### config.mk
export PLATFORM = sky130hd
export DESIGN_NAME = first_fit_page_bitmap_allocator_core
export DESIGN_NICKNAME = d
export VERILOG_FILES = /design/src/rtl/ffpba_pkg.sv /design/src/rtl/first_fit_page_bitmap_allocator_core.sv
export SDC_FILE = /design/constraint.sdc
export NUM_CORES = 2
export LEC_CHECK = 0
export BUFFER_PORTS_ARGS = -buffer_cell sky130_fd_sc_hd__buf_2
export CAP_MARGIN = 20
export CORE_MARGIN = 3
export CORE_UTILIZATION = 45
export CTS_CLUSTER_DIAMETER = 150
export DETAILED_ROUTE_END_ITERATION = 6
export PLACE_DENSITY = 0.63
export SYNTH_ARGS = -nofsm -noshare
export SYNTH_HDL_FRONTEND = slang
export SYNTH_SLANG_ARGS = --single-unit
### constraint.sdc
create_clock -name clock -period 20.5 [get_ports clock]
set_input_delay 4.1 -clock clock [delete_from_list [all_inputs] [get_ports clock]]
set_output_delay 4.1 -clock clock [all_outputs]
set_load 0.01 [all_outputs]
### src/rtl/ffpba_pkg.sv
`default_nettype none

package ffpba_pkg;

   localparam int FUNC_W = 2;
   localparam int PAGE_FIELD_W = 11;
   localparam int BASE_W = 10;

   localparam int WORD_W = 8;
   localparam int OFF_W = 3;

   localparam logic [FUNC_W-1:0] FUNC_ALLOC = 2'd0;
   localparam logic [FUNC_W-1:0] FUNC_FREE = 2'd1;
   localparam logic [FUNC_W-1:0] FUNC_CHECK = 2'd2;

   typedef enum logic [7:0] {
      ST_CLEAR   = 8'b0000_0001,
      ST_IDLE    = 8'b0000_0010,
      ST_SCAN    = 8'b0000_0100,
      ST_MARK_RD = 8'b0000_1000,
      ST_MARK_WR = 8'b0001_0000,
      ST_FREE_WR = 8'b0010_0000,
      ST_DONE    = 8'b0100_0000,
      ST_SPARE   = 8'b1000_0000
   } state_type;

endpackage

`default_nettype wire

### src/rtl/first_fit_page_bitmap_allocator_core.sv
// First-fit page bitmap allocator. The occupancy map (one bit per page, 1 = allocated) lives in
// a single-port synchronous RAM of 8-page words. After reset the block clears the RAM word by
// word with req_ready low. Allocate reads one map word per cycle from the word holding
// first_page until a free run of page_count pages is found or the map ends, then marks the run
// with a read and a write per word it spans. Check reads one word per cycle over its range and
// stops at the first free page. Free reads the word holding first_page and clears that page's
// bit; rejected requests go straight to the result. One request is worked at a time; a finished
// result waits in the output register while the next request is taken. Results come in request
// order, one per request.

`default_nettype none

module first_fit_page_bitmap_allocator_core #(
   parameter int MAP_PAGES = 1024
) (
   input  wire logic                                  clock,
   input  wire logic                                  reset,
   input  wire logic                                  req_valid,
   output logic                                       req_ready,
   input  wire logic [ffpba_pkg::FUNC_W-1:0]          req_func,
   input  wire logic [ffpba_pkg::PAGE_FIELD_W-1:0]    req_first_page,
   input  wire logic [ffpba_pkg::PAGE_FIELD_W-1:0]    req_page_count,
   output logic                                       rsp_valid,
   input  wire logic                                  rsp_ready,
   output logic                                       rsp_ok,
   output logic [ffpba_pkg::BASE_W-1:0]               rsp_base_page
);

   localparam int WORD_W = ffpba_pkg::WORD_W;
   localparam int OFF_W = ffpba_pkg::OFF_W;
   localparam int BASE_W = ffpba_pkg::BASE_W;
   localparam int IDX_W = (MAP_PAGES > 1) ? $clog2(MAP_PAGES) : 1;
   localparam int NUM_WORDS = (MAP_PAGES + WORD_W - 1) / WORD_W;
   localparam int WADDR_W = (NUM_WORDS > 1) ? $clog2(NUM_WORDS) : 1;
   localparam int POS_A_W = (IDX_W + 1 > ffpba_pkg::PAGE_FIELD_W + 1) ?
                            IDX_W + 1 : ffpba_pkg::PAGE_FIELD_W + 1;
   localparam int POS_W = (WADDR_W + OFF_W + 1 > POS_A_W) ? WADDR_W + OFF_W + 1 : POS_A_W;
   localparam logic [WADDR_W-1:0] LastWord = WADDR_W'(NUM_WORDS - 1);
   localparam logic [POS_W-1:0] MapEndPos = POS_W'(MAP_PAGES);

   logic [WORD_W-1:0] page_mem [NUM_WORDS];
   logic [WORD_W-1:0] rdata_ff;

   ffpba_pkg::state_type state_ff, state_in;
   logic [WADDR_W-1:0]          word_ff, word_in;
   logic [ffpba_pkg::FUNC_W-1:0] op_ff, op_in;
   logic [POS_W-1:0]            count_ff, count_in;
   logic [POS_W-1:0]            run_ff, run_in;
   logic [POS_W-1:0]            base_ff, base_in;
   logic [POS_W-1:0]            end_ff, end_in;
   logic                        res_ok_ff, res_ok_in;
   logic [BASE_W-1:0]           res_base_ff, res_base_in;
   logic                        rsp_valid_ff, rsp_valid_in;
   logic                        rsp_ok_ff, rsp_ok_in;
   logic [BASE_W-1:0]           rsp_base_ff, rsp_base_in;

   logic [WADDR_W-1:0] rd_addr;
   logic               mem_we;
   logic [WORD_W-1:0]  mem_wdata;

   logic [POS_W-1:0]   req_pos;
   logic [POS_W-1:0]   req_cnt;
   logic [WADDR_W-1:0] req_word;
   logic [WADDR_W-1:0] end_word;
   logic [POS_W-1:0]   word_pos;
   logic [POS_W-1:0]   scan_pos;
   logic [POS_W-1:0]   run_v;
   logic [POS_W-1:0]   end_v;
   logic               found_v;
   logic [WORD_W-1:0]  mask;
   logic [POS_W-1:0]   alloc_base;
   logic               bad;

   assign req_pos = POS_W'(req_first_page);
   assign req_cnt = POS_W'(req_page_count);
   assign req_word = req_pos[OFF_W +: WADDR_W];
   assign end_word = end_ff[OFF_W +: WADDR_W];
   assign word_pos = POS_W'({word_ff, OFF_W'(0)});

   always_comb begin
      run_v = run_ff;
      end_v = end_ff;
      found_v = 1'b0;
      mask = '0;
      scan_pos = word_pos;
      for (int j = 0; j < WORD_W; j++) begin
         scan_pos = word_pos + POS_W'(j);
         mask[j] = (scan_pos >= base_ff) && (scan_pos <= end_ff);
         if (!found_v && (scan_pos >= base_ff) && (scan_pos < MapEndPos)) begin
            if (!rdata_ff[j]) begin
               run_v = run_v + 1'b1;
               if (run_v == count_ff) begin
                  found_v = 1'b1;
                  end_v = scan_pos;
               end
            end else begin
               run_v = '0;
            end
         end
      end
   end

   assign alloc_base = end_v - count_ff + 1'b1;
   assign bad = |(mask & ~rdata_ff);

   always_comb begin
      state_in = state_ff;
      word_in = word_ff;
      op_in = op_ff;
      count_in = count_ff;
      run_in = run_ff;
      base_in = base_ff;
      end_in = end_ff;
      res_ok_in = res_ok_ff;
      res_base_in = res_base_ff;
      rsp_valid_in = rsp_valid_ff && !rsp_ready;
      rsp_ok_in = rsp_ok_ff;
      rsp_base_in = rsp_base_ff;
      rd_addr = word_ff;
      mem_we = 1'b0;
      mem_wdata = '0;
      case (state_ff)
         ffpba_pkg::ST_CLEAR: begin
            mem_we = 1'b1;
            if (word_ff == LastWord) begin
               state_in = ffpba_pkg::ST_IDLE;
            end else begin
               word_in = word_ff + 1'b1;
            end
         end
         ffpba_pkg::ST_IDLE: begin
            rd_addr = req_word;
            if (req_valid) begin
               word_in = req_word;
               op_in = req_func;
               count_in = req_cnt;
               run_in = '0;
               base_in = req_pos;
               end_in = req_pos;
               res_ok_in = 1'b0;
               res_base_in = '0;
               state_in = ffpba_pkg::ST_DONE;
               case (req_func)
                  ffpba_pkg::FUNC_ALLOC: begin
                     if ((req_cnt != '0) && (req_pos < MapEndPos)) begin
                        state_in = ffpba_pkg::ST_SCAN;
                     end
                  end
                  ffpba_pkg::FUNC_FREE: begin
                     if (req_pos < MapEndPos) begin
                        state_in = ffpba_pkg::ST_FREE_WR;
                     end
                  end
                  ffpba_pkg::FUNC_CHECK: begin
                     if (req_cnt == '0) begin
                        res_ok_in = 1'b1;
                     end else if (req_pos + req_cnt <= MapEndPos) begin
                        end_in = req_pos + req_cnt - 1'b1;
                        state_in = ffpba_pkg::ST_SCAN;
                     end
                  end
                  default: begin
                     state_in = ffpba_pkg::ST_DONE;
                  end
               endcase
            end
         end
         ffpba_pkg::ST_SCAN: begin
            if (op_ff == ffpba_pkg::FUNC_ALLOC) begin
               run_in = run_v;
               if (found_v) begin
                  base_in = alloc_base;
                  end_in = end_v;
                  word_in = alloc_base[OFF_W +: WADDR_W];
                  res_ok_in = 1'b1;
                  res_base_in = alloc_base[BASE_W-1:0];
                  state_in = ffpba_pkg::ST_MARK_RD;
               end else if (word_ff == LastWord) begin
                  state_in = ffpba_pkg::ST_DONE;
               end else begin
                  word_in = word_ff + 1'b1;
                  rd_addr = word_ff + 1'b1;
               end
            end else begin
               if (bad) begin
                  state_in = ffpba_pkg::ST_DONE;
               end else if (word_ff == end_word) begin
                  res_ok_in = 1'b1;
                  state_in = ffpba_pkg::ST_DONE;
               end else begin
                  word_in = word_ff + 1'b1;
                  rd_addr = word_ff + 1'b1;
               end
            end
         end
         ffpba_pkg::ST_MARK_RD: begin
            state_in = ffpba_pkg::ST_MARK_WR;
         end
         ffpba_pkg::ST_MARK_WR: begin
            mem_we = 1'b1;
            mem_wdata = rdata_ff | mask;
            if (word_ff == end_word) begin
               state_in = ffpba_pkg::ST_DONE;
            end else begin
               word_in = word_ff + 1'b1;
               state_in = ffpba_pkg::ST_MARK_RD;
            end
         end
         ffpba_pkg::ST_FREE_WR: begin
            mem_we = 1'b1;
            mem_wdata = rdata_ff & ~mask;
            res_ok_in = 1'b1;
            state_in = ffpba_pkg::ST_DONE;
         end
         ffpba_pkg::ST_DONE: begin
            if (!rsp_valid_ff || rsp_ready) begin
               rsp_valid_in = 1'b1;
               rsp_ok_in = res_ok_ff;
               rsp_base_in = res_base_ff;
               state_in = ffpba_pkg::ST_IDLE;
            end
         end
         default: begin
            state_in = ffpba_pkg::ST_IDLE;
         end
      endcase
   end

   always_ff @(posedge clock) begin
      if (mem_we) begin
         page_mem[word_ff] <= mem_wdata;
      end
      rdata_ff <= page_mem[rd_addr];
   end

   always_ff @(posedge clock) begin
      if (reset) begin
         state_ff <= ffpba_pkg::ST_CLEAR;
         word_ff <= '0;
         rsp_valid_ff <= 1'b0;
      end else begin
         state_ff <= state_in;
         word_ff <= word_in;
         rsp_valid_ff <= rsp_valid_in;
      end
   end

   always_ff @(posedge clock) begin
      op_ff <= op_in;
      count_ff <= count_in;
      run_ff <= run_in;
      base_ff <= base_in;
      end_ff <= end_in;
      res_ok_ff <= res_ok_in;
      res_base_ff <= res_base_in;
      rsp_ok_ff <= rsp_ok_in;
      rsp_base_ff <= rsp_base_in;
   end

   assign req_ready = (state_ff == ffpba_pkg::ST_IDLE);
   assign rsp_valid = rsp_valid_ff;
   assign rsp_ok = rsp_ok_ff;
   assign rsp_base_page = rsp_base_ff;

endmodule

`default_nettype wire

==> results.json <==
{
  "status": "finished, final reports clean",
  "reg2reg_slack_ns": 2.66,
  "avgSynthCellArea_um2": 11.1,
  "crit_family": "simple AND/OR/NAND/NOR gates",
  "post_cts_resized": 0,
  "clock_path_buffers": 3,
  "io_buffers": 40,
  "die_area_um2": 129000,
  "fmax_mhz": 56.0,
  "htree_levels": 3,
  "slowest_stage": "or4_1",
  "coreArea_um2": 123000,
  "synthCells": 5056,
  "num_vias": 42100,
  "drc": 0,
  "rsz0062_at_grt": "false",
  "p_int_mw": 4.20,
  "nNetsFinal": 5072,
  "antenna_cells": 0,
  "critPathBufInv": 5,
  "initial_utilization": 0.456,
  "root_buffer": "clkbuf_16",
  "synth_top_flop_cell": "edfxtp_1",
  "cts.sinks": 1118,
  "area_delta_synth_final_pct": 9.48,
  "n_fill_cell": 10800,
  "synth_top_area_cell": "edfxtp_1",
  "synth_area_um2": 55900,
  "pin_count": 41,
  "fin_setup_tns_ns": 0,
  "slowest_delay_ns": 0.90,
  "timing.critical_path.arrival_ns": 18.54,
  "cp-end-kind": "register",
  "grt_max_degree": 152,
  "p_seq_frac": 0.402,
  "grt_pass1_wl_um": 255000,
  "post-route-min-period_ns": 17.84,
  "place_inst": 6499,
  "synth_nets": 5144,
  "ir_drop_v": 0.0000848,
  "vias_per_cell": 6.29,
  "crit_required_ns": 21.19,
  "synth_top_area_share": 0.588,
  "switching_power_mw": 2.17,
  "comb_power_share": 0.282,
  "grtUsageTotal": 0.261,
  "synth_cell_type_count": 126,
  "drv_cap": 0,
  "drive_gt1_frac": 0.0872,
  "hpwlAfterDp_um": 111000,
  "wl_per_cell_um": 25.6,
  "power.static_leakage_nw": 20.2,
  "fin_worst_skew_ns": 0.0457,
  "layout.cells.non_filler": 6694,
  "setup_viol": 0,
  "layout_commonest_cell": "edfxtp_1",
  "clkTransAtPathRegs_ns": 0.07,
  "worst_setup_path_start_kind": "register",
  "cts_made_buffers": 108,
  "period_share": 0.870,
  "rows": 128,
  "p_clk_frac": 0.316,
  "slew_headroom": 0.273,
  "crit_top_cell": "nand2_1",
  "grt_pass1_vias": 39200,
  "layout_common_cells": "edfxtp_1 (1,095), nand2_1 (1,023), nor2_1 (328), nand3_1 (276), a21oi_1 (224)",
  "power_density_nw_per_um2": 104,
  "overflow": 0,
  "ys_seq_elements": 1118,
  "worst_pin_slew_ns": 1.09,
  "ys_seq_area_frac": 0.596,
  "synth_edf_count": 1095,
  "tritoncts": "yes",
  "drt.antenna.violating_nets": 0,
  "worst_skew_pair.late_latency_ns": 0.75,
  "synth-async-reset-ratio": 0,
  "place_congestion": 0.925,
  "path_class": "register to register",
  "antenna_found_initial": 2,
  "hp-class": "register to register",
  "finalHoldViolations": 0,
  "die-width_um": 359,
  "firstDrtPassIters": 6,
  "fp.dieH_um": 359,
  "switching_share": 0.341,
  "yosysWarnings": 0,
  "path_max_fanout": 53,
  "drt_wl_total_um": 172000,
  "synth_area_leaders": "edfxtp_1 (59%), nand2_1 (6.9%), nand3_1 (2.5%)",
  "holdBufCountCts": 0,
  "cts_setup_buffers": 0,
  "slew_violations": 0,
  "drt_first_iter_violations": 5318
}
## final cells by class
type / instances / area, um2 / area share
Clock buffer: 122 / 2760 / 0.0450
Clock inverter: 73 / 807 / 0.0132
Inverter: 68 / 255 / 0.00417
Multi-Input combinational cell: 3557 / 21100 / 0.345
Sequential cell: 1118 / 33300 / 0.545
Tap cell: 1625 / 2030 / 0.0332
Timing Repair Buffer: 131 / 933 / 0.0152
## kinds of logic after synthesis
| kind of cell | synth area share |
|---|---|
| XOR/XNOR | 0.0220 |
| adder cells (fa/ha/maj) | 0.0137 |
| multiplexers | 0.0292 |
| flip-flops | 0.596 |
| AND/OR/NAND/NOR | 0.192 |
| AO/OA/AOI/OAI | 0.117 |
| buffers and inverters | 0.0303 |
## worst reg2reg max path: cells and delay by family (launching register included)
family / cells / cell delay [ns]
and+or+nand+nor: 23 / 7.28
AOI/OAI and AO/OA: 22 / 5.89
adders and majority gates: 5 / 1.73
buffers and inverters: 5 / 1.71
DFF: 1 / 0.63
xor gates and xnor gates: 2 / 0.58
## state kept, by name, indices dropped and copies added, names as in the netlist
name           flops
rsp_valid          1
rdata_ff           8
end_ff            12
state_ff           7
res_base_ff       10
rsp_ok             1
page_mem        1024
op_ff              2
run_ff            12
base_ff           12
rsp_base_page     10
count_ff          11
res_ok_ff          1
word_ff            7
## power by group through the flow
stage | logic, mW | clock network [mW] | registers [mW]
finish | 1.80 | 2.02 | 2.56
global route | 1.94 | 2.13 | 2.57
CTS | 1.77 | 2.04 | 2.56
detailed placement | 1.76 | 0 | 2.61
global placement | 1.76 | 0 | 2.61
floorplan | 1.25 | 0 | 2.59
## layer usage
| layer | track usage | routed length, um | up-vias | part of all wire |
|---|---|---|---|---|
| li1 | - | - | 18900 | - |
| met3 | 0.0446 | 15700 | 325 | 0.091 |
| met5 | 0 | 12 | - | 0.000070 |
| met4 | 0.0806 | 5390 | 2 | 0.031 |
| met1 | 0.383 | 74400 | 20800 | 0.43 |
| met2 | 0.398 | 76200 | 2093 | 0.44 |
## worst paths after layout
path                       start          endpoint  cells past startpoint
setup / recovery      word_ff[6]       rdata_ff[6]                     57
hold / removal    res_base_ff[9]  rsp_base_page[9]                      0
setup reg to reg      word_ff[6]       rdata_ff[6]                     57
hold reg to reg   res_base_ff[9]  rsp_base_page[9]                      0
## metrics by stage
| stage | hold slack (ns) | area [um2] | worst slack [ns] | total power, mW | util |
|---|---|---|---|---|---|
| 3_3_place_gp | 0.415 | 57700 | 3.19 | 4.37 | 0.471 |
| 3_5_place_dp | 0.414 | 57700 | 3.01 | 4.37 | 0.471 |
| 6_report | 0.432 | 61200 | 2.66 | 6.38 | 0.500 |
| 4_1_cts | 0.433 | 61200 | 2.97 | 6.37 | 0.500 |
| 5_1_grt | 0.439 | 61200 | 1.59 | 6.63 | 0.500 |
| 2_1_floorplan | 0.400 | 55900 | 6.59 | 3.83 | - |
## cells in the mapped netlist (16+ instances only)
cell,n
nor2b_1,17
a21o_1,31
buf_1,25
a32oi_1,63
and2_1,39
nand4_1,155
a22oi_1,17
clkbuf_1,165
a31oi_1,102
a211oi_1,22
and4_1,19
o22ai_1,19
buf_4,23
nand2_1,1023
inv_1,58
o21ai_0,130
and3_1,110
o31ai_1,17
nor2_1,334
or4_1,20
mux2i_1,138
xnor2_1,100
a21oi_1,232
buf_2,92
or2_2,20
nand3_1,277
nor3_1,87
nor4_1,24
ha_1,58
dfxtp_1,23
xor2_1,20
or3_1,35
o211ai_1,33
mux2_2,16
edfxtp_1,1095
o21ai_1,30
Note: power is estimated with default switching activity, not from simulation.
